===== config.mk =====
export PLATFORM = sky130hd
export DESIGN_NAME = fav_queue
export DESIGN_NICKNAME = d
export VERILOG_FILES = /design/src/hdl/fav_pkg.sv /design/src/hdl/fav_queue.sv
export SDC_FILE = /design/constraint.sdc
export NUM_CORES = 1
export LEC_CHECK = 0
export BUFFER_PORTS_ARGS = -buffer_cell sky130_fd_sc_hd__buf_2
export CORE_MARGIN = 2
export CORE_UTILIZATION = 52
export CTS_CLUSTER_SIZE = 30
export DETAILED_ROUTE_END_ITERATION = 10
export PLACE_DENSITY = 0.76
export SLEW_MARGIN = 20
export SYNTH_ARGS = -nofsm -noshare
export SYNTH_HDL_FRONTEND = slang
export SYNTH_SLANG_ARGS = --single-unit

===== constraint.sdc =====
create_clock -name clock -period 13.25 [get_ports clock]
set_input_delay 1.325 -clock clock [delete_from_list [all_inputs] [get_ports clock]]
set_output_delay 1.325 -clock clock [all_outputs]
set_load 0.01 [all_outputs]

===== src/hdl/fav_pkg.sv =====
`timescale 1ns / 1ps
// ----------------------------------------------------------------------------
// fav_pkg
// Types, widths and helpers shared by the force admittance velocity block.
// ----------------------------------------------------------------------------
package fav_pkg;

   localparam int FIELD_W = 16;
   localparam int ROW_W   = 48;
   localparam int SUM_W   = 21;
   localparam int OUT_W   = 24;
   localparam int GAIN_W  = 12;
   localparam int DB_W    = 15;
   localparam int DVD_W   = 28;
   localparam int ADDR_W  = 2;

   localparam logic [ADDR_W-1:0] CSR_FORCE_GAIN  = 2'd0;
   localparam logic [ADDR_W-1:0] CSR_TORQUE_GAIN = 2'd1;
   localparam logic [ADDR_W-1:0] CSR_FORCE_DB    = 2'd2;
   localparam logic [ADDR_W-1:0] CSR_TORQUE_DB   = 2'd3;

   typedef struct packed {
      logic [GAIN_W-1:0] force_gain;
      logic [GAIN_W-1:0] torque_gain;
      logic [DB_W-1:0]   force_db;
      logic [DB_W-1:0]   torque_db;
   } cfg_type;

   typedef struct packed {
      logic signed [SUM_W-1:0] sum_fx;
      logic signed [SUM_W-1:0] sum_fy;
      logic signed [SUM_W-1:0] sum_fz;
      logic signed [SUM_W-1:0] sum_tz;
      logic [ROW_W-1:0]        row_x;
      logic [ROW_W-1:0]        row_y;
      logic [ROW_W-1:0]        row_z;
   } job_type;

   // signed saturation of a quotient magnitude to the output width
   function automatic logic [OUT_W-1:0] sat_out(input logic [DVD_W-1:0] q, input logic neg);
      logic [OUT_W-1:0] r;
      if (!neg) begin
         if (q > DVD_W'(24'h7FFFFF)) r = 24'h7FFFFF;
         else r = q[OUT_W-1:0];
      end else begin
         if (q > DVD_W'(24'h800000)) r = 24'h800000;
         else r = ~q[OUT_W-1:0] + 24'd1;
      end
      return r;
   endfunction

endpackage


===== src/hdl/fav_queue.sv =====
`timescale 1ns / 1ps
// ----------------------------------------------------------------------------
// fav_queue
// Two-entry job queue between the window front and the math back.
// ----------------------------------------------------------------------------
module fav_queue (
   input  logic             clock,
   input  logic             reset,
   input  logic             push,
   input  fav_pkg::job_type push_data,
   output logic             has_room,
   input  logic             pop,
   output logic             pop_valid,
   output fav_pkg::job_type pop_data
);
   fav_pkg::job_type slot_ff [2];
   logic             wptr_ff;
   logic             rptr_ff;
   logic [1:0]       count_ff;

   assign has_room  = (count_ff < 2'd2);
   assign pop_valid = (count_ff != 2'd0);
   assign pop_data  = slot_ff[rptr_ff];

   always_ff @(posedge clock) begin
      if (push) slot_ff[wptr_ff] <= push_data;
   end

   always_ff @(posedge clock) begin
      if (reset) begin
         wptr_ff  <= 1'b0;
         rptr_ff  <= 1'b0;
         count_ff <= 2'd0;
      end else begin
         if (push) wptr_ff <= ~wptr_ff;
         if (pop) rptr_ff <= ~rptr_ff;
         count_ff <= count_ff + 2'(push) - 2'(pop);
      end
   end
endmodule


-- Word-level counts from Yosys, hierarchy flattened
Memory sizes are Yosys's and may differ from the RTL's. A register that Yosys moved wholly into a read port is not among the register bits.
Index checks and enable logic that the tools add are counted.
- reductions and logical operators: 1
- add/subtract/negate cells: 2
- $lt $le $gt $ge: 1
- muxes and demuxes: 4
- bitwise operators: 2
- operators with widths (operator ; number):
    1-bit 2-to-1 mux ; 4
    2-bit by 1-bit adder with 2-bit output ; 1
    2-bit less-than comparator, second input constant ; 1
    1-bit inverter ; 2
    2-bit nonzero test ; 1
    2-bit by 1-bit subtractor with 2-bit output ; 1
- RAM bits: 456
- register bits: 4
- word-level logic and storage cells: 14
- memories: 1
- memory list (memory ; words ; width ; rd ports ; clocked after Yosys merged registers in ; wr ports ; RTL line ; text):
    slot_ff ; 2 ; 228 ; 1 ; 1 ; 1 ; fav_queue.sv:16 ; fav_pkg::job_type slot_ff [2];

-- Depth between registers and ports, before layout
- depth in word-level cells: 3
- depth in mapped cells: 6
- depth with buffers taken out: 6

-- Least setup slack after synthesis
No wires, ideal clock.
- path kind: in2reg
- start point: input port push
- end point: memory slot_ff[0][0] in the netlist's numbering (enable)
- library setup time: 0.848 ns
- data arrival time: 11.145 ns
- stages: 1
- slack: 1.258 ns
- buffers on the path: 0
- cell sequence: nor2b_1
- word-level cells in the longest chain between the ends: 2
- RTL lines (what ; RTL line ; text):
    from (decl) ; fav_queue.sv:9 ; input logic push,
    1-bit 2-to-1 mux ; fav_queue.sv:26 ; if (push) slot_ff[wptr_ff] <= push_data;
    1-bit 2-to-1 mux (implied by the code) ; fav_queue.sv:26 ;
    to (decl) ; fav_queue.sv:16 ;
No other way between the ends.

==> impl_results.md <==
* Outcome: finished, final reports clean
* DR WL met3 at 3010 µm
* Count leader, synth: edfxtp_1
* Worst Slack Setup Final at 8.70 ns
* Hold wc startpoint: rptr_ff
* Post-route clock skew at 0.0120 ns
* First-pass GRT wire length at 48,900 µm
* Hold_buf cts at 0
* Core Footprint at 0.0316 mm²
* Vias in the first global route at 9,088
* Critical Path RT at 11.93 ns
* H-Tree Depth at 2
* Detailed Route Iter0 Violations at 418
* Final Hold Viols at 0
* Setup TNS at 0 ns
* Die X at 183 µm
* Num rows at 65
* Worst-Margin Slew at 1.09 ns
* Clock tree buffer depth at 3
* Static Leakage at 7.77 nW
* Met1 WL at 11,700 µm
* Cell count after placement at 1,575
* Number of synthesized flops with an enable pin at 456
* CTS tree: yes
* Dpl ws at 8.92 ns
* Initial antenna violation count at 9
* Total routed wirelength at 33,500 µm
* Area after DPL at 0.0194 mm²
* Port Buffers at 461
* Synthesized flop and latch total at 461
* Die footprint at 0.0337 mm²
* Worst r2r dst: slot_ff[0][71]
* Fin cells at 1,665
* Total power per unit cell area at 157 mW/mm²
* Slew Limit Headroom at 0.272
* GPL Wtd Cong at 0.802
* Gr usage total at 0.191
* Synthesized Nets at 964
* Crit path launch type: flop
* Synth top area share at 0.817
* Synth unique cells at 13
* Design area at 0.0208 mm²
* Netlist Area Pre-Place at 0.0168 mm²
* Clock buffer count from CTS at 46
* # setup viols final at 0
* DR WL/cell at 20.1 µm
* Fin. max-slew vios at 0
* Met2 wire length at 17,300 µm
* CP Capture Type: output port
* Post-Syn Instances at 730
* Main flop type after synthesis: edfxtp_1
* Vias per cell at 5.13
* Root Driver: clkbuf_16
* Worst EP arrival at 3.23 ns
* RR Startpoint: wptr_ff
* Synth cell count leaders: 456 x edfxtp_1, 228 x mux2_2, 24 x buf_6
* Post-CTS sizing at 0
* Reg clk slew, reported paths at 0.06 ns
* Share of cells above drive strength 1 at 0.603
* Initial core utilization at 0.530
* Sequential fraction of the synthesis area at 0.823
* Ys Warns at 0
* RSZ-0062 raised after global routing: false
* Reg2reg setup slack at 10.09 ns
* Setup Buffers After CTS at 0
* Hold-critical path depth at 2
* Clk_lat worst skew at 0.53 ns
* Antenna-violating nets left at 0
* Peak Freq at 220 MHz
* Post-Synthesis Mean Instance Area at 22.9 µm²
* Synth area leaders: edfxtp_1 82%, mux2_2 15%, buf_6 1.6%, dfxtp_1 0.60%, ha_1 0.15%
* Top Ports at 462
* Area leader, netlist: edfxtp_1
* Total power at 0.00327 W
* GRT overflow at 0
* TritonRoute pass-1 iters at 4
* Share of the clock period used by the worst path at 0.344
* Min-Delay Path Class: flop to flop
* Ys async rst share at 0
* Via count at 8,543
* DRC at 0
* VDD IR max at 0.119 mV
* MaxCap Viol Count at 0
* Largest net degree at the start of global routing at 82
* Kind of critical path: flop to output port
* Fin crit period at 4.55 ns
* R2R depth at 3
* Top Layer Used: met5
* Synth-to-layout area growth at 24.1%
* DP HPWL at 22,300 µm
* Nets@finish at 1,456
* Critical Path Fanout Max at 81
* Clock sink count at 461
* Die outline height at 183 µm
==> layout make-up <==
type | count | area, µm²
fill | 2145 | 10900
sequential | 461 | 13800
antenna | 7 | 17.5
clock buffer | 63 | 1240
inverter | 3 | 11.3
clock inverter | 19 | 150
multi-input combinational | 241 | 2680
tap | 402 | 503
timing repair buffer | 469 | 2390
==> state kept, by name, summed over array words and instances, names as in the netlist, named ones only <==
signal    count
slot_ff     456
count_ff      2
rptr_ff       1
wptr_ff       1
==> layout by cell type, fill, tap and decap left out, types with 2 or more instances in the layout <==
| cell type | synthesis | layout |
|---|---|---|
| buf_2 | 0 | 461 |
| inv_6 | 0 | 2 |
| ha_1 | 2 | 2 |
| xnor2_1 | 2 | 2 |
| mux2_2 | 228 | 228 |
| inv_1 | 3 | 3 |
| buf_4 | 1 | 7 |
| nor2_1 | 4 | 4 |
| bufinv_16 | 0 | 2 |
| dfxtp_1 | 5 | 4 |
| edfxtp_1 | 456 | 456 |
| clkbuf_1 | 0 | 16 |
| clkinv_2 | 0 | 3 |
| diode_2 | 0 | 7 |
| clkinv_1 | 0 | 9 |
| clkinvlp_4 | 0 | 2 |
| clkbuf_16 | 0 | 47 |
==> report_power, final <==
| group | switching [W] | internal [W] | total (W) |
|---|---|---|---|
| Combinational | 0.000183 | 0.000159 | 0.000343 |
| Sequential | 0.0000281 | 0.00171 | 0.00173 |
| Clock | 0.000500 | 0.000691 | 0.00119 |
| Total | 0.000711 | 0.00256 | 0.00327 |
==> layer usage <==
layer	up-vias	track usage
li1	3918	-
met1	4163	0.207
met2	371	0.335
met3	87	0.0666
met4	4	0.0909
met5	-	0
==> logic make-up (layout without fill, tap and decap cells) <==
logic type,Yosys count,count (layout),share of synthesized area
flip-flops,461,461,0.823
multiplexers,228,228,0.153
buffers and inverters,28,554,0.0173
AND/OR/NAND/NOR,8,8,0.00224
XOR/XNOR,3,3,0.00239
adder cells (fa/ha/maj),2,2,0.00149
other,0,7,0
==> how the worst max path moves through the flow <==
stage                     end  slack, ns  cells past startpoint
4_1_cts         pop_data[100]       8.62                      3
3_5_place_dp   slot_ff[0][10]       8.92                      4
6_report        pop_data[102]       8.70                      3
5_1_grt         pop_data[161]       8.51                      3
2_1_floorplan   slot_ff[0][0]       1.26                      1
3_3_place_gp   slot_ff[0][10]       8.90                      4
==> stage by stage <==
step | utilization | hold WS, ns
after floorplan | - | 0.480
after global placement | 0.612 | 0.491
after detailed placement | 0.612 | 0.514
after CTS | 0.655 | 0.526
after global routing | 0.657 | 0.562
final | 0.657 | 0.529
==> critical path, stage by stage, from the launching register on <==
cell,delay (ns)
dfxtp_4,1.07
buf_4,0.91
mux2_2,0.43
buf_2,0.14
Note: power is estimated with default switching activity, not from simulation.
