==> src/hdl/fav_pkg.sv <==
`timescale 1ns / 1ps
// ----------------------------------------------------------------------------
// fav_pkg
// Types, widths and helpers shared by the force admittance velocity block.
// ----------------------------------------------------------------------------
package fav_pkg;

   localparam int FIELD_W = 16;
   localparam int ROW_W   = 48;
   localparam int SUM_W   = 21;
   localparam int OUT_W   = 24;
   localparam int GAIN_W  = 12;
   localparam int DB_W    = 15;
   localparam int DVD_W   = 28;
   localparam int ADDR_W  = 2;

   localparam logic [ADDR_W-1:0] CSR_FORCE_GAIN  = 2'd0;
   localparam logic [ADDR_W-1:0] CSR_TORQUE_GAIN = 2'd1;
   localparam logic [ADDR_W-1:0] CSR_FORCE_DB    = 2'd2;
   localparam logic [ADDR_W-1:0] CSR_TORQUE_DB   = 2'd3;

   typedef struct packed {
      logic [GAIN_W-1:0] force_gain;
      logic [GAIN_W-1:0] torque_gain;
      logic [DB_W-1:0]   force_db;
      logic [DB_W-1:0]   torque_db;
   } cfg_type;

   typedef struct packed {
      logic signed [SUM_W-1:0] sum_fx;
      logic signed [SUM_W-1:0] sum_fy;
      logic signed [SUM_W-1:0] sum_fz;
      logic signed [SUM_W-1:0] sum_tz;
      logic [ROW_W-1:0]        row_x;
      logic [ROW_W-1:0]        row_y;
      logic [ROW_W-1:0]        row_z;
   } job_type;

   // signed saturation of a quotient magnitude to the output width
   function automatic logic [OUT_W-1:0] sat_out(input logic [DVD_W-1:0] q, input logic neg);
      logic [OUT_W-1:0] r;
      if (!neg) begin
         if (q > DVD_W'(24'h7FFFFF)) r = 24'h7FFFFF;
         else r = q[OUT_W-1:0];
      end else begin
         if (q > DVD_W'(24'h800000)) r = 24'h800000;
         else r = ~q[OUT_W-1:0] + 24'd1;
      end
      return r;
   endfunction

endpackage

==> src/hdl/fav_if.sv <==
`timescale 1ns / 1ps
// ----------------------------------------------------------------------------
// fav_req_if / fav_rsp_if
// Valid/ready channels for samples and for velocity results.
// ----------------------------------------------------------------------------
interface fav_req_if;
   logic                valid;
   logic                ready;
   logic signed [15:0]  sample_fx;
   logic signed [15:0]  sample_fy;
   logic signed [15:0]  sample_fz;
   logic signed [15:0]  sample_tz;
   logic [47:0]         rot_row_x;
   logic [47:0]         rot_row_y;
   logic [47:0]         rot_row_z;
   modport source (output valid, sample_fx, sample_fy, sample_fz, sample_tz,
                   rot_row_x, rot_row_y, rot_row_z, input ready);
   modport sink   (input valid, sample_fx, sample_fy, sample_fz, sample_tz,
                   rot_row_x, rot_row_y, rot_row_z, output ready);
endinterface


==> src/hdl/fav_front.sv <==
`timescale 1ns / 1ps
// ----------------------------------------------------------------------------
// fav_front
// Takes sample beats, keeps the sliding window and running sums, and queues
// a job for every sample once the window is full.
// ----------------------------------------------------------------------------
module fav_front #(
   parameter int WINDOW_LEN = 20
) (
   input  logic                 clock,
   input  logic                 reset,
   fav_req_if.sink              req_bus,
   input  logic                 q_room,
   output logic                 q_push,
   output fav_pkg::job_type     q_data
);
   localparam int SLOT_W = $clog2(WINDOW_LEN);
   localparam int FILL_W = $clog2(WINDOW_LEN + 1);

   logic [47:0] force_mem [WINDOW_LEN];
   logic [15:0] torque_mem [WINDOW_LEN];

   logic                       upd_ff;
   logic [SLOT_W-1:0]          slot_ff;
   logic [FILL_W-1:0]          fill_ff;
   logic [47:0]                old_f_ff;
   logic [15:0]                old_t_ff;
   logic signed [15:0]         new_fx_ff, new_fy_ff, new_fz_ff, new_tz_ff;
   logic [47:0]                row_x_ff, row_y_ff, row_z_ff;
   logic signed [fav_pkg::SUM_W-1:0] sum_fx_ff, sum_fy_ff, sum_fz_ff, sum_tz_ff;
   logic signed [fav_pkg::SUM_W-1:0] sum_fx_in, sum_fy_in, sum_fz_in, sum_tz_in;
   logic                       full;
   logic                       accept;

   assign req_bus.ready = !upd_ff && q_room;
   assign accept        = req_bus.valid && req_bus.ready;
   assign full          = (fill_ff == FILL_W'(WINDOW_LEN));

   // window memory: old entry read out while the new one goes in
   always_ff @(posedge clock) begin
      if (accept) begin
         force_mem[slot_ff]  <= {req_bus.sample_fz, req_bus.sample_fy, req_bus.sample_fx};
         torque_mem[slot_ff] <= req_bus.sample_tz;
         old_f_ff            <= force_mem[slot_ff];
         old_t_ff            <= torque_mem[slot_ff];
         new_fx_ff           <= req_bus.sample_fx;
         new_fy_ff           <= req_bus.sample_fy;
         new_fz_ff           <= req_bus.sample_fz;
         new_tz_ff           <= req_bus.sample_tz;
         row_x_ff            <= req_bus.rot_row_x;
         row_y_ff            <= req_bus.rot_row_y;
         row_z_ff            <= req_bus.rot_row_z;
      end
   end

   always_comb begin
      sum_fx_in = sum_fx_ff + fav_pkg::SUM_W'(new_fx_ff);
      sum_fy_in = sum_fy_ff + fav_pkg::SUM_W'(new_fy_ff);
      sum_fz_in = sum_fz_ff + fav_pkg::SUM_W'(new_fz_ff);
      sum_tz_in = sum_tz_ff + fav_pkg::SUM_W'(new_tz_ff);
      if (full) begin
         sum_fx_in = sum_fx_in - fav_pkg::SUM_W'($signed(old_f_ff[15:0]));
         sum_fy_in = sum_fy_in - fav_pkg::SUM_W'($signed(old_f_ff[31:16]));
         sum_fz_in = sum_fz_in - fav_pkg::SUM_W'($signed(old_f_ff[47:32]));
         sum_tz_in = sum_tz_in - fav_pkg::SUM_W'($signed(old_t_ff));
      end
   end

   assign q_push        = upd_ff && full;
   assign q_data.sum_fx = sum_fx_in;
   assign q_data.sum_fy = sum_fy_in;
   assign q_data.sum_fz = sum_fz_in;
   assign q_data.sum_tz = sum_tz_in;
   assign q_data.row_x  = row_x_ff;
   assign q_data.row_y  = row_y_ff;
   assign q_data.row_z  = row_z_ff;

   always_ff @(posedge clock) begin
      if (reset) begin
         upd_ff    <= 1'b0;
         slot_ff   <= '0;
         fill_ff   <= '0;
         sum_fx_ff <= '0;
         sum_fy_ff <= '0;
         sum_fz_ff <= '0;
         sum_tz_ff <= '0;
      end else begin
         upd_ff <= accept;
         if (upd_ff) begin
            sum_fx_ff <= sum_fx_in;
            sum_fy_ff <= sum_fy_in;
            sum_fz_ff <= sum_fz_in;
            sum_tz_ff <= sum_tz_in;
            if (!full) fill_ff <= fill_ff + FILL_W'(1);
            if (slot_ff == SLOT_W'(WINDOW_LEN - 1)) slot_ff <= '0;
            else slot_ff <= slot_ff + SLOT_W'(1);
         end
      end
   end
endmodule

==> src/flat_wrapper.sv <==
// flat-port wrapper written by rule: the top's interface ports become plain ports
module fav_front_flat 
#(
   parameter int WINDOW_LEN = 20
)
  (clock, reset, q_room, q_push, q_data, req_bus_valid, req_bus_sample_fx, req_bus_sample_fy, req_bus_sample_fz, req_bus_sample_tz, req_bus_rot_row_x, req_bus_rot_row_y, req_bus_rot_row_z, req_bus_ready);
  fav_req_if req_bus_i ();
  input  logic clock;
  input  logic reset;
  input  logic q_room;
  output logic q_push;
  output fav_pkg::job_type q_data;
  input wire logic [$bits(req_bus_i.valid)-1:0] req_bus_valid;
  input wire logic [$bits(req_bus_i.sample_fx)-1:0] req_bus_sample_fx;
  input wire logic [$bits(req_bus_i.sample_fy)-1:0] req_bus_sample_fy;
  input wire logic [$bits(req_bus_i.sample_fz)-1:0] req_bus_sample_fz;
  input wire logic [$bits(req_bus_i.sample_tz)-1:0] req_bus_sample_tz;
  input wire logic [$bits(req_bus_i.rot_row_x)-1:0] req_bus_rot_row_x;
  input wire logic [$bits(req_bus_i.rot_row_y)-1:0] req_bus_rot_row_y;
  input wire logic [$bits(req_bus_i.rot_row_z)-1:0] req_bus_rot_row_z;
  output wire logic [$bits(req_bus_i.ready)-1:0] req_bus_ready;
  assign req_bus_i.valid = req_bus_valid;
  assign req_bus_i.sample_fx = req_bus_sample_fx;
  assign req_bus_i.sample_fy = req_bus_sample_fy;
  assign req_bus_i.sample_fz = req_bus_sample_fz;
  assign req_bus_i.sample_tz = req_bus_sample_tz;
  assign req_bus_i.rot_row_x = req_bus_rot_row_x;
  assign req_bus_i.rot_row_y = req_bus_rot_row_y;
  assign req_bus_i.rot_row_z = req_bus_rot_row_z;
  assign req_bus_ready = req_bus_i.ready;
  fav_front #(.WINDOW_LEN(WINDOW_LEN)) u_core (.clock(clock), .reset(reset), .req_bus(req_bus_i), .q_room(q_room), .q_push(q_push), .q_data(q_data));
endmodule
==> config.mk <==
export PLATFORM = sky130hd
export DESIGN_NAME = fav_front_flat
export DESIGN_NICKNAME = d
export VERILOG_FILES = /design/src/hdl/fav_pkg.sv /design/src/hdl/fav_if.sv /design/src/hdl/fav_front.sv /design/src/flat_wrapper.sv
export SDC_FILE = /design/constraint.sdc
export NUM_CORES = 2
export LEC_CHECK = 0
export ABC_CLOCK_PERIOD_IN_PS = 18100
export BUFFER_PORTS_ARGS = -buffer_cell sky130_fd_sc_hd__clkbuf_2
export CELL_PAD_IN_SITES_DETAIL_PLACEMENT = 2
export CELL_PAD_IN_SITES_GLOBAL_PLACEMENT = 2
export CORE_MARGIN = 2
export CORE_UTILIZATION = 35
export DETAILED_ROUTE_END_ITERATION = 8
export HOLD_SLACK_MARGIN = 0.05
export PLACE_DENSITY = 0.63
export SLEW_MARGIN = 25
export SYNTH_ARGS = -nofsm -noshare
export SYNTH_HDL_FRONTEND = slang
export SYNTH_SLANG_ARGS = --single-unit
==> constraint.sdc <==
create_clock -name clock -period 18.1 [get_ports clock]
set_input_delay 4.525 -clock clock [delete_from_list [all_inputs] [get_ports clock]]
set_output_delay 4.525 -clock clock [all_outputs]
set_load 0.01 [all_outputs]
* After elaboration in Yosys (flattened, before gate mapping) *
Memories as Yosys holds them, arrays and structs flattened. A register that Yosys moved wholly into a read port is not among the register bits.
Cells that the tools add are included.
W data, S select, Z words.

storage, ports and cells
  flip-flop bits (word level) = 303
  RAM bits = 1280
  input bits = 212
  output and inout port bits = 230
  memories = 2

cells by class
  add/sub/neg operators = 10
  equality and inequality tests = 2
  mux-type cells = 7
  bitwise logic cells = 1
  reductions and logical operators = 5

memory list
  memory             words  bits a word  rd ports  clocked after Yosys merged registers in  write ports  RTL line         RTL
  u_core.force_mem   20     48           1         1                                        1            fav_front.sv:20  logic [47:0] force_mem [WINDOW_LEN];
  u_core.torque_mem  20     16           1         1                                        1            fav_front.sv:21  logic [15:0] torque_mem [WINDOW_LEN];

operators by type and width
  operator               number
  $add A21 B16 Y21       4
  $mux W21               4
  $sub A21 B16 Y21       4
  $add A5 B1 Y5 const B  2
  $eq A5 B5 Y1 const B   2
  $mux W5                1
  $logic_and A1 B1 Y1    3
  $mux W1                2
  $reduce_and A2 Y1      1
  $logic_not A1 Y1       1
  $not A1 Y1             1

* Longest topological paths before layout *
  word-level depth = 5
  depth in mapped cells = 21
  mapped depth without buffers = 20

* Worst setup path before layout *
OpenSTA, ideal clock, no wires.

  kind = input port to flip-flop
  start = input q_room
  end = memory u_core.force_mem[12][0], enable pin
  arrival = 16605 ps
  data required time = 17613 ps
  path slack = 1009 ps
  cell stages on the path = 5
  cells stage by stage = nor2b_1 and2_1 clkbuf_1 nand2_1 nor2_1

between the ends
  cells in the longest elaborated chain, start to end = 4

ends and longest elaborated chain
  item                           RTL line            RTL
  start: declaration             flat_wrapper.sv:10  input logic q_room;
  $logic_and A1 B1 Y1            fav_front.sv:35     assign req_bus.ready = !upd_ff && q_room;
  $logic_and A1 B1 Y1            fav_front.sv:36     assign accept = req_bus.valid && req_bus.ready;
  via u_core.accept              fav_front.sv:33     logic accept;
  $mux W1                        fav_front.sv:41     if (accept) begin
  $mux W1 (not written as such)  fav_front.sv:42     force_mem[slot_ff] <= {req_bus.sample_fz, req_bus.sample_fy, req_bus.sample_fx};
  end: declaration               fav_front.sv:20

The timed path passes the listed nets, and every way through them passes these cells.

==> key figures <==
STA
  • Setup TNS: 0 ns
  • # setup viols final: 0
  • Achievable Freq: 0.0979 GHz
  • Final Hold Viols: 0
  • Worst-Margin Slew: 1.15 ns
  • RSZ-0062 raised after global routing: no
  • Max-slew violations: 0
  • Min cycle time layout: 10.22 ns
  • Clk_skew: 0.0259 ns
  • WHS: 0.476 ns
  • Slew HR: 22.2%
  • Tcrit/Tclk final: 56.4%

Layout
  • Layout cells sized above 1: 25.8%
  • Nets@finish: 4919
  • Final std cells w/o fill: 7315
  • Synth-to-layout area growth: 16.5%
  • Fin area: 80400 um^2
  • FILL cells: 18.9k

Place
  • Placed cells: 6979
  • Hpwl dp: 137000 um
  • GPL Wtd Cong: 0.794
  • DP Area: 74600 um^2
  • Port Buffers: 441

Power and ir drop
  • VDD IR max: 0.0712 mV
  • Sequential power share: 49.4%
  • Leak: 27.1 nW
  • Power share of the combinational group: 8.6%
  • Clk pwr share: 42.0%
  • Internal power: 6.57 mW
  • Final Total Pwr: 8.59 mW
  • Switching Share: 23.5%
  • Pwr/cell area: 107 nW/um^2
  • Sw Pwr: 2.02 mW

Yosys
  • Unique masters post-synth: 71
  • Share of the synthesized area in the top cell type: 67.5%
  • Top cells by area, synth: edfxtp_1 (68%), mux4_2 (10%), ha_1 (3.0%)
  • Post-Synthesis Cells: 4017
  • Area leader, netlist: edfxtp_1
  • Mapped Nets: 4403
  • Avg Cell Area, Syn: 17.2 um^2
  • Sequential fraction of the synthesis area: 70.3%
  • Ys Warns: 0
  • EDFF count, synth: 1552
  • Ys async rst share: 0%
  • Commonest register cell after synthesis: edfxtp_1
  • Post-synthesis sequential element count: 1647
  • Post-Syn Area: 69000 um^2

Setup path
  • Worst R2R Path Depth: 17
  • R2R Setup Slk: 13.05 ns
  • Reg-to-Reg End: u_core.sum_fx_ff[20]$_SDFFE_PP0P_
  • Kind of critical path: register to output port
  • Endpoint type of the worst setup path: output port
  • Worst setup SP type: register
  • CP max FO: 5
  • Worst EP required: 13.57 ns
  • Worst R2R Start: u_core.new_fx_ff[0]$_DFFE_PP_
  • Worst EP arrival: 5.69 ns

Detailed routing
  • Vias: 39.8k
  • Drt wl/cell: 29.8 um
  • Routed WL: 218000 um
  • Vias per cell: 5.44
  • DRC viols: 0
  • Routed Antenna Nets: 0
  • TritonRoute pass-1 iters: 5
  • Initial DRC count: 3059

Outcome
  • Status: completed

Global routing
  • First-pass GRT wire length: 312000 um
  • Pin count of the biggest net entering global routing: 115
  • All-layer global routing usage: 21.6%
  • Vias in the first global route: 42.6k
  • Total gr overflow: 0
  • Antenna violations before repair: 40

CTS
  • H-Tree Depth: 4
  • Setup Fix Bufs, Post-CTS: 0
  • Hold_buf cts: 0
  • Post-CTS sizing: 0
  • Sink Count: 1647
  • CTS tree: yes
  • Max Buffers Root-to-Sink: 3
  • Clk slew on worst S/H paths: 0.06 ns
  • Worst-Skew Late Latency: 0.81 ns
  • CTS Buf Count: 176
  • Root buf cell: clkbuf_16

Floorplanning
  • Core area: 195000 um^2
  • Row count: 162
  • # IOs: 442
  • Initial Utilization: 35.3%
  • Die height: 448 um
  • Full die area: 201000 um^2
  • Die width: 448 um

Job
  • Maxcap violations: 0

Worst hold path
  • Hold Crit Depth: 2
  • Hold Startpoint: u_core.sum_fx_ff[5]$_SDFFE_PP0P_
  • Tightest Hold Check Type: register to register
  • Hold endpoint: u_core.sum_fx_ff[5]$_SDFFE_PP0P_
cells in the final DEF, fill, tap and decap left out, types with 43 or more instances in the layout:
cell type | Yosys | layout
a21o_1 | 67 | 67
a21oi_1 | 137 | 137
buf_4 | 0 | 68
clkbuf_16 | 0 | 180
clkbuf_2 | 0 | 440
dfxtp_1 | 95 | 89
edfxtp_1 | 1552 | 1552
ha_1 | 166 | 166
inv_1 | 118 | 117
mux2_2 | 75 | 75
mux2i_1 | 82 | 82
mux4_2 | 320 | 320
nand2_1 | 306 | 306
nand3_1 | 43 | 43
nor2_1 | 219 | 199
o21a_1 | 47 | 47
o21ai_0 | 83 | 83
o311ai_0 | 60 | 49
xnor2_1 | 85 | 85
xor2_1 | 47 | 47
Yosys cell counts (all sizes together) (16+ instances only):
cell and instances:
nor3 42, mux2i 82, buf 49, mux4 320, o21ai 84, a21oi 137, a211oi 18, edfxtp 1552
o311ai 60, o31ai 16, o21a 47, a311oi 16, clkbuf 126, nand3 43, nand4 16, a31oi 17
ha 166, nor2 219, inv 118, a21o 67, mux2 75, nand2 306, xnor2 85, nor2b 24
o21bai 20, dfxtp 95, xor2 47
how the worst max path moves through the flow:
stage | depth (start not counted) | from | end | slack (ns)
finish | 18 | u_core.new_tz_ff[0]$_DFFE_PP_ | q_data[164] | 7.88
global route | 18 | u_core.new_tz_ff[0]$_DFFE_PP_ | q_data[164] | 7.41
CTS | 18 | u_core.new_tz_ff[0]$_DFFE_PP_ | q_data[164] | 7.74
detailed placement | 3 | q_room | req_bus_ready | 8.60
global placement | 3 | q_room | req_bus_ready | 8.61
floorplan | 5 | q_room | u_core.force_mem[12][0]$_DFFE_PP_ | 1.01
power by group through the flow:
stage	combinational (mW)	clock [mW]	sequential (mW)
after floorplan	0.446	0	4.33
after global placement	0.722	0	4.32
after detailed placement	0.744	0	4.33
after CTS	0.749	3.70	4.25
after global routing	0.816	3.82	4.25
final	0.738	3.61	4.25
metal layers:
metal	share of wire [%]	GRT usage, %	vias to the layer above	routed length [um]
met5	0.016	0	-	34
met4	1.8	4.88	6	3960
met3	5.1	3.08	236	11200
met2	49	35.9	1115	106000
met1	44	30.0	21400	96400
li1	-	-	17000	-
layout make-up:
cell class                 count  area [um^2]  share of cell area [%]
sequential                  1647        48500                    60.4
multi-input combinational   2077        19600                    24.4
clock buffer                 223         4680                    5.82
tap                         2624         3280                    4.08
timing repair buffer         513         2810                    3.50
clock inverter               102         1010                    1.26
inverter                     118          443                   0.551
antenna                       11         27.5                  0.0342
logic make-up (layout without fill, tap and decap cells):
logic type | Yosys count | in the layout | share of synthesized area (%)
buf+inv | 293 | 956 | 1.63
other cells | 0 | 11 | 0
mux | 477 | 477 | 12.9
xor+xnor | 135 | 135 | 1.77
simple gates | 718 | 718 | 4.50
compound gates | 573 | 573 | 5.69
flops | 1647 | 1647 | 70.3
fa+ha+maj | 174 | 174 | 3.24
critical path, stage by stage, from the launching register on:
cell       delay, ns
edfxtp_1        0.37
ha_1            0.22
fa_1            0.44
a211oi_1        0.29
nor2_1          0.15
o22ai_2         0.30
o21bai_1        0.10
a21oi_1         0.27
o21ai_0         0.18
xor2_1          0.32
ha_1            0.34
a21oi_1         0.17
o21ai_0         0.24
a2111oi_0       0.40
nor2b_1         0.24
mux2i_1         0.22
xnor3_1         0.29
xnor2_1         0.19
clkbuf_2        0.16
registers in the layout (all words and copies together), names as in the netlist, 21 cells and up:
register	count
u_core.sum_fz_ff	21
u_core.sum_fy_ff	21
u_core.old_f_ff	48
u_core.row_z_ff	48
u_core.sum_fx_ff	21
u_core.row_x_ff	48
u_core.row_y_ff	48
u_core.sum_tz_ff	21
u_core.torque_mem	320
u_core.force_mem	960
through the flow:
stage | util, % | setup WS [ns]
floorplan | - | 1.01
global route | 41.1 | 7.41
detailed placement | 38.2 | 8.60
finish | 41.1 | 7.88
global placement | 38.2 | 8.61
CTS | 41.1 | 7.74
Power figures use the tool's default switching activity.
