==> config.mk <==
export PLATFORM = sky130hd
export DESIGN_NAME = fav_back
export DESIGN_NICKNAME = d
export VERILOG_FILES = /design/src/hdl/fav_pkg.sv /design/src/hdl/fav_div.sv /design/src/hdl/fav_back.sv
export SDC_FILE = /design/constraint.sdc
export NUM_CORES = 2
export LEC_CHECK = 0
export BUFFER_PORTS_ARGS = -buffer_cell sky130_fd_sc_hd__buf_2
export CAP_MARGIN = 20
export CORE_MARGIN = 3
export CORE_UTILIZATION = 45
export CTS_CLUSTER_SIZE = 20
export DETAILED_ROUTE_END_ITERATION = 6
export GPL_TIMING_DRIVEN = 1
export PLACE_DENSITY = 0.77
export REMOVE_ABC_BUFFERS = 1
export SYNTH_ARGS = -nofsm -noshare
export SYNTH_HDL_FRONTEND = slang
export SYNTH_SLANG_ARGS = --single-unit
==> constraint.sdc <==
create_clock -name clock -period 14.43 [get_ports clock]
set_input_delay 2.886 -clock clock [delete_from_list [all_inputs] [get_ports clock]]
set_output_delay 2.886 -clock clock [all_outputs]
set_load 0.01 [all_outputs]
==> src/hdl/fav_pkg.sv <==
`timescale 1ns / 1ps
// ----------------------------------------------------------------------------
// fav_pkg
// Types, widths and helpers shared by the force admittance velocity block.
// ----------------------------------------------------------------------------
package fav_pkg;

   localparam int FIELD_W = 16;
   localparam int ROW_W   = 48;
   localparam int SUM_W   = 21;
   localparam int OUT_W   = 24;
   localparam int GAIN_W  = 12;
   localparam int DB_W    = 15;
   localparam int DVD_W   = 28;
   localparam int ADDR_W  = 2;

   localparam logic [ADDR_W-1:0] CSR_FORCE_GAIN  = 2'd0;
   localparam logic [ADDR_W-1:0] CSR_TORQUE_GAIN = 2'd1;
   localparam logic [ADDR_W-1:0] CSR_FORCE_DB    = 2'd2;
   localparam logic [ADDR_W-1:0] CSR_TORQUE_DB   = 2'd3;

   typedef struct packed {
      logic [GAIN_W-1:0] force_gain;
      logic [GAIN_W-1:0] torque_gain;
      logic [DB_W-1:0]   force_db;
      logic [DB_W-1:0]   torque_db;
   } cfg_type;

   typedef struct packed {
      logic signed [SUM_W-1:0] sum_fx;
      logic signed [SUM_W-1:0] sum_fy;
      logic signed [SUM_W-1:0] sum_fz;
      logic signed [SUM_W-1:0] sum_tz;
      logic [ROW_W-1:0]        row_x;
      logic [ROW_W-1:0]        row_y;
      logic [ROW_W-1:0]        row_z;
   } job_type;

   // signed saturation of a quotient magnitude to the output width
   function automatic logic [OUT_W-1:0] sat_out(input logic [DVD_W-1:0] q, input logic neg);
      logic [OUT_W-1:0] r;
      if (!neg) begin
         if (q > DVD_W'(24'h7FFFFF)) r = 24'h7FFFFF;
         else r = q[OUT_W-1:0];
      end else begin
         if (q > DVD_W'(24'h800000)) r = 24'h800000;
         else r = ~q[OUT_W-1:0] + 24'd1;
      end
      return r;
   endfunction

endpackage

==> src/hdl/fav_div.sv <==
`timescale 1ns / 1ps
// ----------------------------------------------------------------------------
// fav_div
// Restoring unsigned divider, one quotient bit per cycle.
// ----------------------------------------------------------------------------
module fav_div (
   input  logic                         clock,
   input  logic                         reset,
   input  logic                         start,
   input  logic [fav_pkg::DVD_W-1:0]    dividend,
   input  logic [fav_pkg::GAIN_W-1:0]   divisor,
   output logic                         done,
   output logic [fav_pkg::DVD_W-1:0]    quotient
);
   localparam int CNT_W = $clog2(fav_pkg::DVD_W + 1);

   logic [fav_pkg::DVD_W-1:0]  quo_ff;
   logic [fav_pkg::GAIN_W-1:0] rem_ff;
   logic [fav_pkg::GAIN_W-1:0] dsr_ff;
   logic [CNT_W-1:0]           cnt_ff;
   logic                       busy_ff;
   logic                       done_ff;
   logic [fav_pkg::GAIN_W:0]   trial;
   logic                       fits;

   assign trial    = {rem_ff, quo_ff[fav_pkg::DVD_W-1]};
   assign fits     = (trial >= {1'b0, dsr_ff});
   assign done     = done_ff;
   assign quotient = quo_ff;

   always_ff @(posedge clock) begin
      if (start) begin
         quo_ff <= dividend;
         rem_ff <= '0;
         dsr_ff <= divisor;
      end else if (busy_ff) begin
         quo_ff <= {quo_ff[fav_pkg::DVD_W-2:0], fits};
         rem_ff <= fits ? fav_pkg::GAIN_W'(trial - {1'b0, dsr_ff})
                        : trial[fav_pkg::GAIN_W-1:0];
      end
   end

   always_ff @(posedge clock) begin
      if (reset) begin
         busy_ff <= 1'b0;
         done_ff <= 1'b0;
         cnt_ff  <= '0;
      end else begin
         done_ff <= 1'b0;
         if (start) begin
            busy_ff <= 1'b1;
            cnt_ff  <= CNT_W'(fav_pkg::DVD_W);
         end else if (busy_ff) begin
            cnt_ff <= cnt_ff - CNT_W'(1);
            if (cnt_ff == CNT_W'(1)) begin
               busy_ff <= 1'b0;
               done_ff <= 1'b1;
            end
         end
      end
   end
endmodule

==> src/hdl/fav_back.sv <==
`timescale 1ns / 1ps
// ----------------------------------------------------------------------------
// fav_back
// Sequencer for one job: window means, rotation, deadband tests, gain
// divisions and the result register.
// ----------------------------------------------------------------------------
module fav_back #(
   parameter int WINDOW_LEN = 20
) (
   input  logic                     clock,
   input  logic                     reset,
   input  fav_pkg::cfg_type         cfg,
   input  logic                     q_valid,
   input  fav_pkg::job_type         q_data,
   output logic                     q_pop,
   output logic                     rsp_valid,
   input  logic                     rsp_ready,
   output logic [fav_pkg::OUT_W-1:0] rsp_vel_x,
   output logic [fav_pkg::OUT_W-1:0] rsp_vel_y,
   output logic [fav_pkg::OUT_W-1:0] rsp_vel_z,
   output logic [fav_pkg::OUT_W-1:0] rsp_spin_z
);
   // reciprocal of the window length, exact for sum magnitudes up to 2^20
   localparam int RCP_SH = 26;
   localparam int PROD_W = fav_pkg::SUM_W + RCP_SH;
   localparam logic [RCP_SH-1:0] RCP_MUL =
      RCP_SH'(((64'd1 << RCP_SH) + 64'(WINDOW_LEN) - 64'd1) / 64'(WINDOW_LEN));

   typedef enum logic [5:0] {
      ST_IDLE = 6'b000001,
      ST_MEAN = 6'b000010,
      ST_ROT  = 6'b000100,
      ST_MAG  = 6'b001000,
      ST_VDIV = 6'b010000,
      ST_DONE = 6'b100000
   } state_type;

   state_type               state_ff;
   logic [1:0]              idx_ff, row_ff, col_ff;
   logic                    wait_ff;
   fav_pkg::job_type        job_ff;
   logic signed [15:0]      mean_ff [4];
   logic signed [34:0]      acc_ff;
   logic signed [18:0]      rv_ff [3];
   logic [39:0]             mag_ff;
   logic                    fpass_ff, tpass_ff;
   logic [fav_pkg::OUT_W-1:0] res_ff [4];
   logic                    rsp_valid_ff;
   logic [fav_pkg::OUT_W-1:0] out_ff [4];

   logic signed [fav_pkg::SUM_W-1:0] sum_sel;
   logic [fav_pkg::SUM_W-1:0]        sum_abs;
   logic [PROD_W-1:0]                mean_prod;
   logic [15:0]                      mean_quo;
   logic [fav_pkg::ROW_W-1:0]        row_sel;
   logic signed [15:0]               entry;
   logic signed [18:0]               mul_a, mul_b;
   logic signed [37:0]               prod;
   logic signed [34:0]               acc_sum;
   logic signed [18:0]               r_sel;
   logic [18:0]                      r_abs;
   logic [16:0]                      mtz_abs;
   logic [fav_pkg::GAIN_W-1:0]       alpha, beta;
   logic                             need;
   logic                             div_start, div_done, div_neg;
   logic [fav_pkg::DVD_W-1:0]        div_dvd, div_quo;
   logic [fav_pkg::GAIN_W-1:0]       div_dsr;

   always_comb begin
      case (idx_ff)
         2'd0:    sum_sel = job_ff.sum_fx;
         2'd1:    sum_sel = job_ff.sum_fy;
         2'd2:    sum_sel = job_ff.sum_fz;
         default: sum_sel = job_ff.sum_tz;
      endcase
      case (row_ff)
         2'd0:    row_sel = job_ff.row_x;
         2'd1:    row_sel = job_ff.row_y;
         default: row_sel = job_ff.row_z;
      endcase
      case (col_ff)
         2'd0:    entry = $signed(row_sel[15:0]);
         2'd1:    entry = $signed(row_sel[31:16]);
         default: entry = $signed(row_sel[47:32]);
      endcase
   end

   assign sum_abs   = sum_sel[fav_pkg::SUM_W-1] ? fav_pkg::SUM_W'(-sum_sel) : sum_sel;
   assign mean_prod = PROD_W'(sum_abs) * PROD_W'(RCP_MUL);
   assign mean_quo  = mean_prod[RCP_SH+15:RCP_SH];
   assign r_sel   = (idx_ff == 2'd3) ? 19'sd0 : rv_ff[idx_ff];
   assign r_abs   = r_sel[18] ? 19'(-r_sel) : r_sel;
   assign mtz_abs = mean_ff[3][15] ? 17'(-17'(mean_ff[3])) : 17'(mean_ff[3]);
   assign alpha   = (cfg.force_gain == '0) ? fav_pkg::GAIN_W'(1) : cfg.force_gain;
   assign beta    = (cfg.torque_gain == '0) ? fav_pkg::GAIN_W'(1) : cfg.torque_gain;
   assign need    = (idx_ff == 2'd3) ? tpass_ff : fpass_ff;

   // one shared multiplier: rotation terms, squares and the threshold square
   always_comb begin
      if (state_ff == ST_ROT) begin
         mul_a = 19'(entry);
         mul_b = 19'(mean_ff[col_ff]);
      end else if (idx_ff == 2'd3) begin
         mul_a = 19'({4'd0, cfg.force_db});
         mul_b = 19'({4'd0, cfg.force_db});
      end else begin
         mul_a = r_sel;
         mul_b = r_sel;
      end
   end
   assign prod    = mul_a * mul_b;
   assign acc_sum = acc_ff + 35'(prod);

   always_comb begin
      if (idx_ff == 2'd3) begin
         div_dvd = fav_pkg::DVD_W'({mtz_abs, 6'd0});
         div_dsr = beta;
         div_neg = !mean_ff[3][15];
      end else begin
         div_dvd = {r_abs[17:0], 10'd0};
         div_dsr = alpha;
         div_neg = r_sel[18];
      end
   end

   assign div_start = !wait_ff && (state_ff == ST_VDIV) && need;

   fav_div u_div (
      .clock    (clock),
      .reset    (reset),
      .start    (div_start),
      .dividend (div_dvd),
      .divisor  (div_dsr),
      .done     (div_done),
      .quotient (div_quo)
   );

   assign q_pop = (state_ff == ST_IDLE) && q_valid;

   always_ff @(posedge clock) begin
      if (q_pop) job_ff <= q_data;
      if (state_ff == ST_MEAN)
         mean_ff[idx_ff] <= sum_sel[fav_pkg::SUM_W-1] ? 16'(-mean_quo) : mean_quo;
      if (state_ff == ST_ROT && col_ff == 2'd2) rv_ff[row_ff] <= acc_sum[32:14];
      if (state_ff == ST_VDIV) begin
         if (!need) res_ff[idx_ff] <= '0;
         else if (wait_ff && div_done) res_ff[idx_ff] <= fav_pkg::sat_out(div_quo, div_neg);
      end
      if (state_ff == ST_DONE && (!rsp_valid_ff || rsp_ready)) begin
         out_ff[0] <= res_ff[0];
         out_ff[1] <= res_ff[1];
         out_ff[2] <= res_ff[2];
         out_ff[3] <= res_ff[3];
      end
   end

   always_ff @(posedge clock) begin
      if (reset) begin
         state_ff     <= ST_IDLE;
         idx_ff       <= 2'd0;
         row_ff       <= 2'd0;
         col_ff       <= 2'd0;
         wait_ff      <= 1'b0;
         acc_ff       <= '0;
         mag_ff       <= '0;
         fpass_ff     <= 1'b0;
         tpass_ff     <= 1'b0;
         rsp_valid_ff <= 1'b0;
      end else begin
         if (rsp_valid_ff && rsp_ready && state_ff != ST_DONE) rsp_valid_ff <= 1'b0;
         if (div_start) wait_ff <= 1'b1;
         case (state_ff)
            ST_IDLE: begin
               if (q_valid) begin
                  state_ff <= ST_MEAN;
                  idx_ff   <= 2'd0;
               end
            end
            ST_MEAN: begin
               idx_ff <= idx_ff + 2'd1;
               if (idx_ff == 2'd3) begin
                  state_ff <= ST_ROT;
                  row_ff   <= 2'd0;
                  col_ff   <= 2'd0;
                  acc_ff   <= '0;
               end
            end
            ST_ROT: begin
               if (col_ff == 2'd2) begin
                  acc_ff <= '0;
                  col_ff <= 2'd0;
                  row_ff <= row_ff + 2'd1;
                  if (row_ff == 2'd2) begin
                     state_ff <= ST_MAG;
                     idx_ff   <= 2'd0;
                     mag_ff   <= '0;
                  end
               end else begin
                  acc_ff <= acc_sum;
                  col_ff <= col_ff + 2'd1;
               end
            end
            ST_MAG: begin
               idx_ff <= idx_ff + 2'd1;
               if (idx_ff == 2'd3) begin
                  fpass_ff <= (mag_ff > 40'(prod[29:0]));
                  tpass_ff <= (mtz_abs > 17'(cfg.torque_db));
                  state_ff <= ST_VDIV;
               end else begin
                  mag_ff <= mag_ff + 40'(prod[37:0]);
               end
            end
            ST_VDIV: begin
               if (!need || (wait_ff && div_done)) begin
                  wait_ff <= 1'b0;
                  idx_ff  <= idx_ff + 2'd1;
                  if (idx_ff == 2'd3) state_ff <= ST_DONE;
               end
            end
            ST_DONE: begin
               if (!rsp_valid_ff || rsp_ready) begin
                  rsp_valid_ff <= 1'b1;
                  state_ff     <= ST_IDLE;
               end
            end
            default: state_ff <= ST_IDLE;
         endcase
      end
   end

   assign rsp_valid  = rsp_valid_ff;
   assign rsp_vel_x  = out_ff[0];
   assign rsp_vel_y  = out_ff[1];
   assign rsp_vel_z  = out_ff[2];
   assign rsp_spin_z = out_ff[3];
endmodule

### Word level (Yosys, flattened, before mapping)

Memories as Yosys holds them, arrays and structs flattened. A register that Yosys moved wholly into a read port is not among the register bits.
Index checks and enable logic that the tools add are counted.

* flip-flop bits (word level): 378
* bits in writable memories: 313
* output and inout port bits: 98
* memories: 4

* add/subtract/negate cells: 12
* $mul: 2
* magnitude comparators: 5
* equal/unequal tests: 24
* multiplexer cells: 82
* bitwise operators: 3
* reductions and logical operators: 32

Memories
* out_ff: words 4, bits a word 24, rd ports 4, clocked after Yosys merged registers in 0, wr ports 4, RTL line fav_back.sv:49 `logic [fav_pkg::OUT_W-1:0] out_ff [4];`
* res_ff: words 4, bits a word 24, rd ports 4, clocked after Yosys merged registers in 0, wr ports 1, RTL line fav_back.sv:47 `logic [fav_pkg::OUT_W-1:0] res_ff [4];`
* mean_ff: words 4, bits a word 16, rd ports 2, clocked after Yosys merged registers in 1, wr ports 1, RTL line fav_back.sv:42 `logic signed [15:0] mean_ff [4];`
* rv_ff: words 3, bits a word 19, rd ports 1, clocked after Yosys merged registers in 1, wr ports 1, RTL line fav_back.sv:44 `logic signed [18:0] rv_ff [3];`

Operators by type and width (number)
* $mux 24: 7
* $mux 40: 3
* $pmux 48 s2: 1
* $mux 28: 3
* $pmux 40 s2: 1
* $mux 19: 4
* $mux 35: 2
* $pmux 35 s2: 1
* $pmux 21 s3: 1
* $mux 12: 4
* $mux 6: 8
* $add 40x38->40: 1
* $gt 40x30->1: 1
* $mul 21x20->40 const B: 1
* $mul 19x19->38: 1
* $pmux 6 s6: 1
* $add 35x35->35: 1
* $pmux 16 s2: 1
* $gt 28x23->1 const B: 1
* $gt 28x24->1 const B: 1
* $mux 1: 25
* $add 24x1->24 const B: 1
* $logic_not 12->1: 2
* $not 24->24: 1
* other kinds (44): 87

### Longest topological paths before layout

* depth after elaboration: 8
* depth in mapped cells: 48
* gate-level depth less buffers: 45

### Modules after synthesis

Synthesis repeated with hierarchy kept, for this count alone.

* cell total of the unflattened synthesis: 4962
* area, all modules: 53007.1 um^2

Modules (own cells, without submodules)
* fav_back: instances 1, cells an instance 4716, area an instance 50094.3 um^2
* fav_div: instances 1, cells an instance 246, area an instance 2912.8 um^2

### Least setup slack after synthesis

Ideal clock, no wire load.

* path kind: input -> output
* start point: in q_valid
* end point: out q_pop
* arrival time: 12.435 ns
* slack: -0.891 ns
* stages: 2
* buffers on the path: 0
* cells stage by stage: inv_1 > nor2_1

* word-level cells in the longest chain between the ends: 1

RTL lines
* start: declaration: RTL line fav_back.sv:13 `input logic q_valid,`
* $logic_and 1x1->1: RTL line fav_back.sv:138 `assign q_pop = (state_ff == ST_IDLE) && q_valid;`
* end: declaration: RTL line fav_back.sv:15 `output logic q_pop,`

Every way passes these cells.

### Worst setup path in the final report

* start point: in cfg[17] (netlist bit)
* end point: reg mag_ff[38]

* word-level cells in the longest chain between the ends: 6

RTL lines
* start: declaration: RTL line fav_back.sv:12 `input fav_pkg::cfg_type cfg,`
* $mux 19 (*): RTL line fav_back.sv:103 `end else if (idx_ff == 2'd3) begin`
* $mux 19: RTL line fav_back.sv:100 `if (state_ff == ST_ROT) begin`
* $mul 19x19->38 (*): RTL line fav_back.sv:111 `assign prod = mul_a * mul_b;`
* $add 40x38->40 (*): RTL line fav_back.sv:210 `mag_ff <= mag_ff + 40'(prod[37:0]);`
* $mux 40 (*): RTL line fav_back.sv:205 `if (idx_ff == 2'd3) begin`
* $pmux 40 s2 (*): RTL line fav_back.sv:172 `case (state_ff)`
* end signal: assignment: RTL line fav_back.sv:210
* end: declaration: RTL line fav_back.sv:45 `logic [39:0] mag_ff;`

Mark *: on every way between the ends. The rest lies on a longest branch, timed or not. The select of a mux whose other input is x is not followed.
A chain may end at the register's enable or synchronous reset.

==> summary.txt <==
Placed design
  – Port buffer count: 383
  – DP HPWL: 115000 um
  – Dpl ws: 1.80 ns
  – GP Congestion: 0.983
  – Dpl cell area: 56700 um^2

Finish
  – Nets: 6569
  – Share of layout cells above drive strength 1: 12.4%
  – Design Area, Final: 59300 um^2
  – Core Util, Final: 51.0%
  – P&R area growth vs syn: 12.4%

Clocking
  – TritonCTS clock tree: yes
  – Clk root buf: clkbuf_16
  – CTS max path bufs: 3
  – Cts hold-fix bufs: 0
  – Total clock sinks: 693
  – Clock buffer count from CTS: 77
  – CTS resizes: 0
  – Total number of H-tree levels: 3
  – Clock-pin slew of the registers on the worst-case setup and hold paths: 0.06 ns
  – Post-CTS setup buffers: 0
  – Clock latency on the worst-skew pair: 0.67 ns

Hold path
  – Worst hold path class: register to register

Critical path
  – CP Class: input pin to register
  – Critical-path top delay cell: a2111oi_0
  – CP most frequent cell: inv_1
  – WP data arrival: 12.77 ns
  – Critical Path Source Type: input pin
  – Worst setup EP type: register
  – Max stage delay on crit path: 1.00 ns
  – CP required: 15.02 ns
  – Crit Path Max Fanout: 12

GRT
  – Tot GR Track Use: 23.9%
  – First-pass GRT wire length: 224000 um
  – Initial antenna violation count: 11
  – Vias in the first global route: 39.2k
  – Total grt overflow: 0
  – Largest net degree at the start of global routing: 189

STA
  – RSZ-0062 raised after global routing: no
  – Final min period: 12.18 ns
  – Hold WS: 0.411 ns
  – Setup ws final: 2.25 ns
  – Final Skew: 0.0372 ns
  – Finish-stage setup viols: 0
  – Worst relative slew slack: 15.0%
  – Slew @ Worst Pin: 1.26 ns
  – Fin crit share: 84.4%
  – Hold Vio Cnt, Final: 0
  – F_max: 82.1 MHz
  – Pins over their slew limit: 0

Yosys
  – Async SR Flop Fraction: 0%
  – Synth Flop Type: edfxtp_1
  – Count leader, synth: inv_1
  – Area leader, netlist: edfxtp_1
  – Dominant cells by area after synthesis: edfxtp_1, fa_1, ha_1
  – Share of the synthesized area in the top cell type: 33.1%
  – Commonest cells in the netlist: inv_1, edfxtp_1, fa_1
  – Seq/Total Area, Yosys: 37.3%
  – Synthesis-stage register bit count: 693
  – Yosys cell types: 76
  – Post-Syn Instances: 4938
  – Avg Inst Size Synth: 10.7 um^2
  – Warnings, synthesis: 0
  – Post-synth EDFFs: 581
  – Netlist Area Pre-Place: 52800 um^2

Die
  – Top Ports: 384
  – Core area: 116000 um^2
  – Starting density of the core: 45.4%
  – FP Rows: 125
  – Die Area: 121000 um^2
  – Die Wd: 348 um
  – Die Y: 348 um

Flow run
  – MaxCap Viol Count: 0

Drt
  – 1st-pass router iterations: 7
  – WL/cell: 21.2 um
  – DRT Wirelength: 147000 um
  – Final ANT Viol Nets: 0
  – Via-per-instance ratio: 5.61
  – Via count: 38.8k
  – Residual DRC: 0
  – Drt initial violations: 3653

Outcome
  – Status: finished, final reports clean
## area by class of cell
| type | count | area [um^2] |
|---|---|---|
| Clock buffer | 95 | 2060 |
| Sequential cell | 693 | 19700 |
| Multi-Input combinational cell | 3337 | 29700 |
| Antenna cell | 9 | 22.5 |
| Timing Repair Buffer | 463 | 2560 |
| Inverter | 739 | 2770 |
| Tap cell | 1524 | 1910 |
| Clock inverter | 47 | 542 |
| Fill cell | 10139 | 57100 |
## worst max-delay path: cells and delay by family
kind            cells  cell delay [ns]
simple gates        9             1.96
xor+xnor            1             0.33
fa+ha+maj           9             3.57
compound gates     10             3.10
buf+inv             9             0.90
## logic make-up (layout without fill, tap and decap cells)
family | count (synthesis) | count (layout) | share of synthesized area [%]
XOR/XNOR | 179 | 179 | 2.97
adder cells (fa/ha/maj) | 972 | 972 | 30.4
buffers and inverters | 908 | 1344 | 6.46
flip-flops | 693 | 693 | 37.3
AO/OA/AOI/OAI | 805 | 805 | 9.82
AND/OR/NAND/NOR | 1319 | 1319 | 11.4
other | 0 | 9 | 0
multiplexers | 62 | 62 | 1.59
## worst paths after layout
check / slack (ns) / endpoint / start / cells after the start
setup / recovery: 2.25 / mag_ff[38] / cfg[17] / 38
setup reg to reg: 2.33 / mag_ff[39] / row_ff[0] / 38
hold / removal: 0.41 / out_ff[3][5] / res_ff[3][5] / 0
hold reg to reg: 0.41 / out_ff[3][5] / res_ff[3][5] / 0
## sequential cells by signal, indices dropped and copies added (netlist names), 2 cells and up, named ones only
register,flops
res_ff,96
u_div.dsr_ff,12
mean_ff,64
job_ff,228
row_ff,2
col_ff,2
out_ff,96
u_div.rem_ff,12
u_div.cnt_ff,5
state_ff,6
rv_ff,57
mag_ff,40
idx_ff,2
u_div.quotient,28
acc_ff,33
## metrics by stage
step                      TNS, ns  cells
after floorplan            -0.891   4769
after global placement          0   6751
after detailed placement        0   6754
after CTS                       0   6896
after global routing            0   6904
final                           0   6907
## per-layer routing
metal,track usage (%),vias to the layer above,wire [um]
met2,39.9,1957,69000
met1,30.5,18928,56900
met4,9.74,4,6430
met3,5.02,336,14100
li1,-,17543,-
met5,0,-,27
## cells in the final DEF, fill, tap and decap left out, types with 20 or more instances in the layout
master and count:
a211oi_1 25, a21o_1 59, a21oi_1 260, a22oi_1 81, a31oi_1 45, and2_1 47
buf_2 383, buf_4 76, clkbuf_16 79, dfxtp_1 112, edfxtp_1 581, fa_1 520
ha_1 449, inv_1 738, mux2i_1 32, nand2_1 465, nand2b_1 37, nand3_1 100
nand4_1 26, nor2_1 404, nor2b_1 36, nor3_1 49, nor4_1 24, o21a_1 37
o21ai_0 118, o21bai_1 22, o31ai_1 20, or3_1 23, xnor2_1 121, xor2_1 58
Power is left out: the tool's default activity adds up to more than one toggle a clock period on the data nets, which glitch-free logic cannot reach.
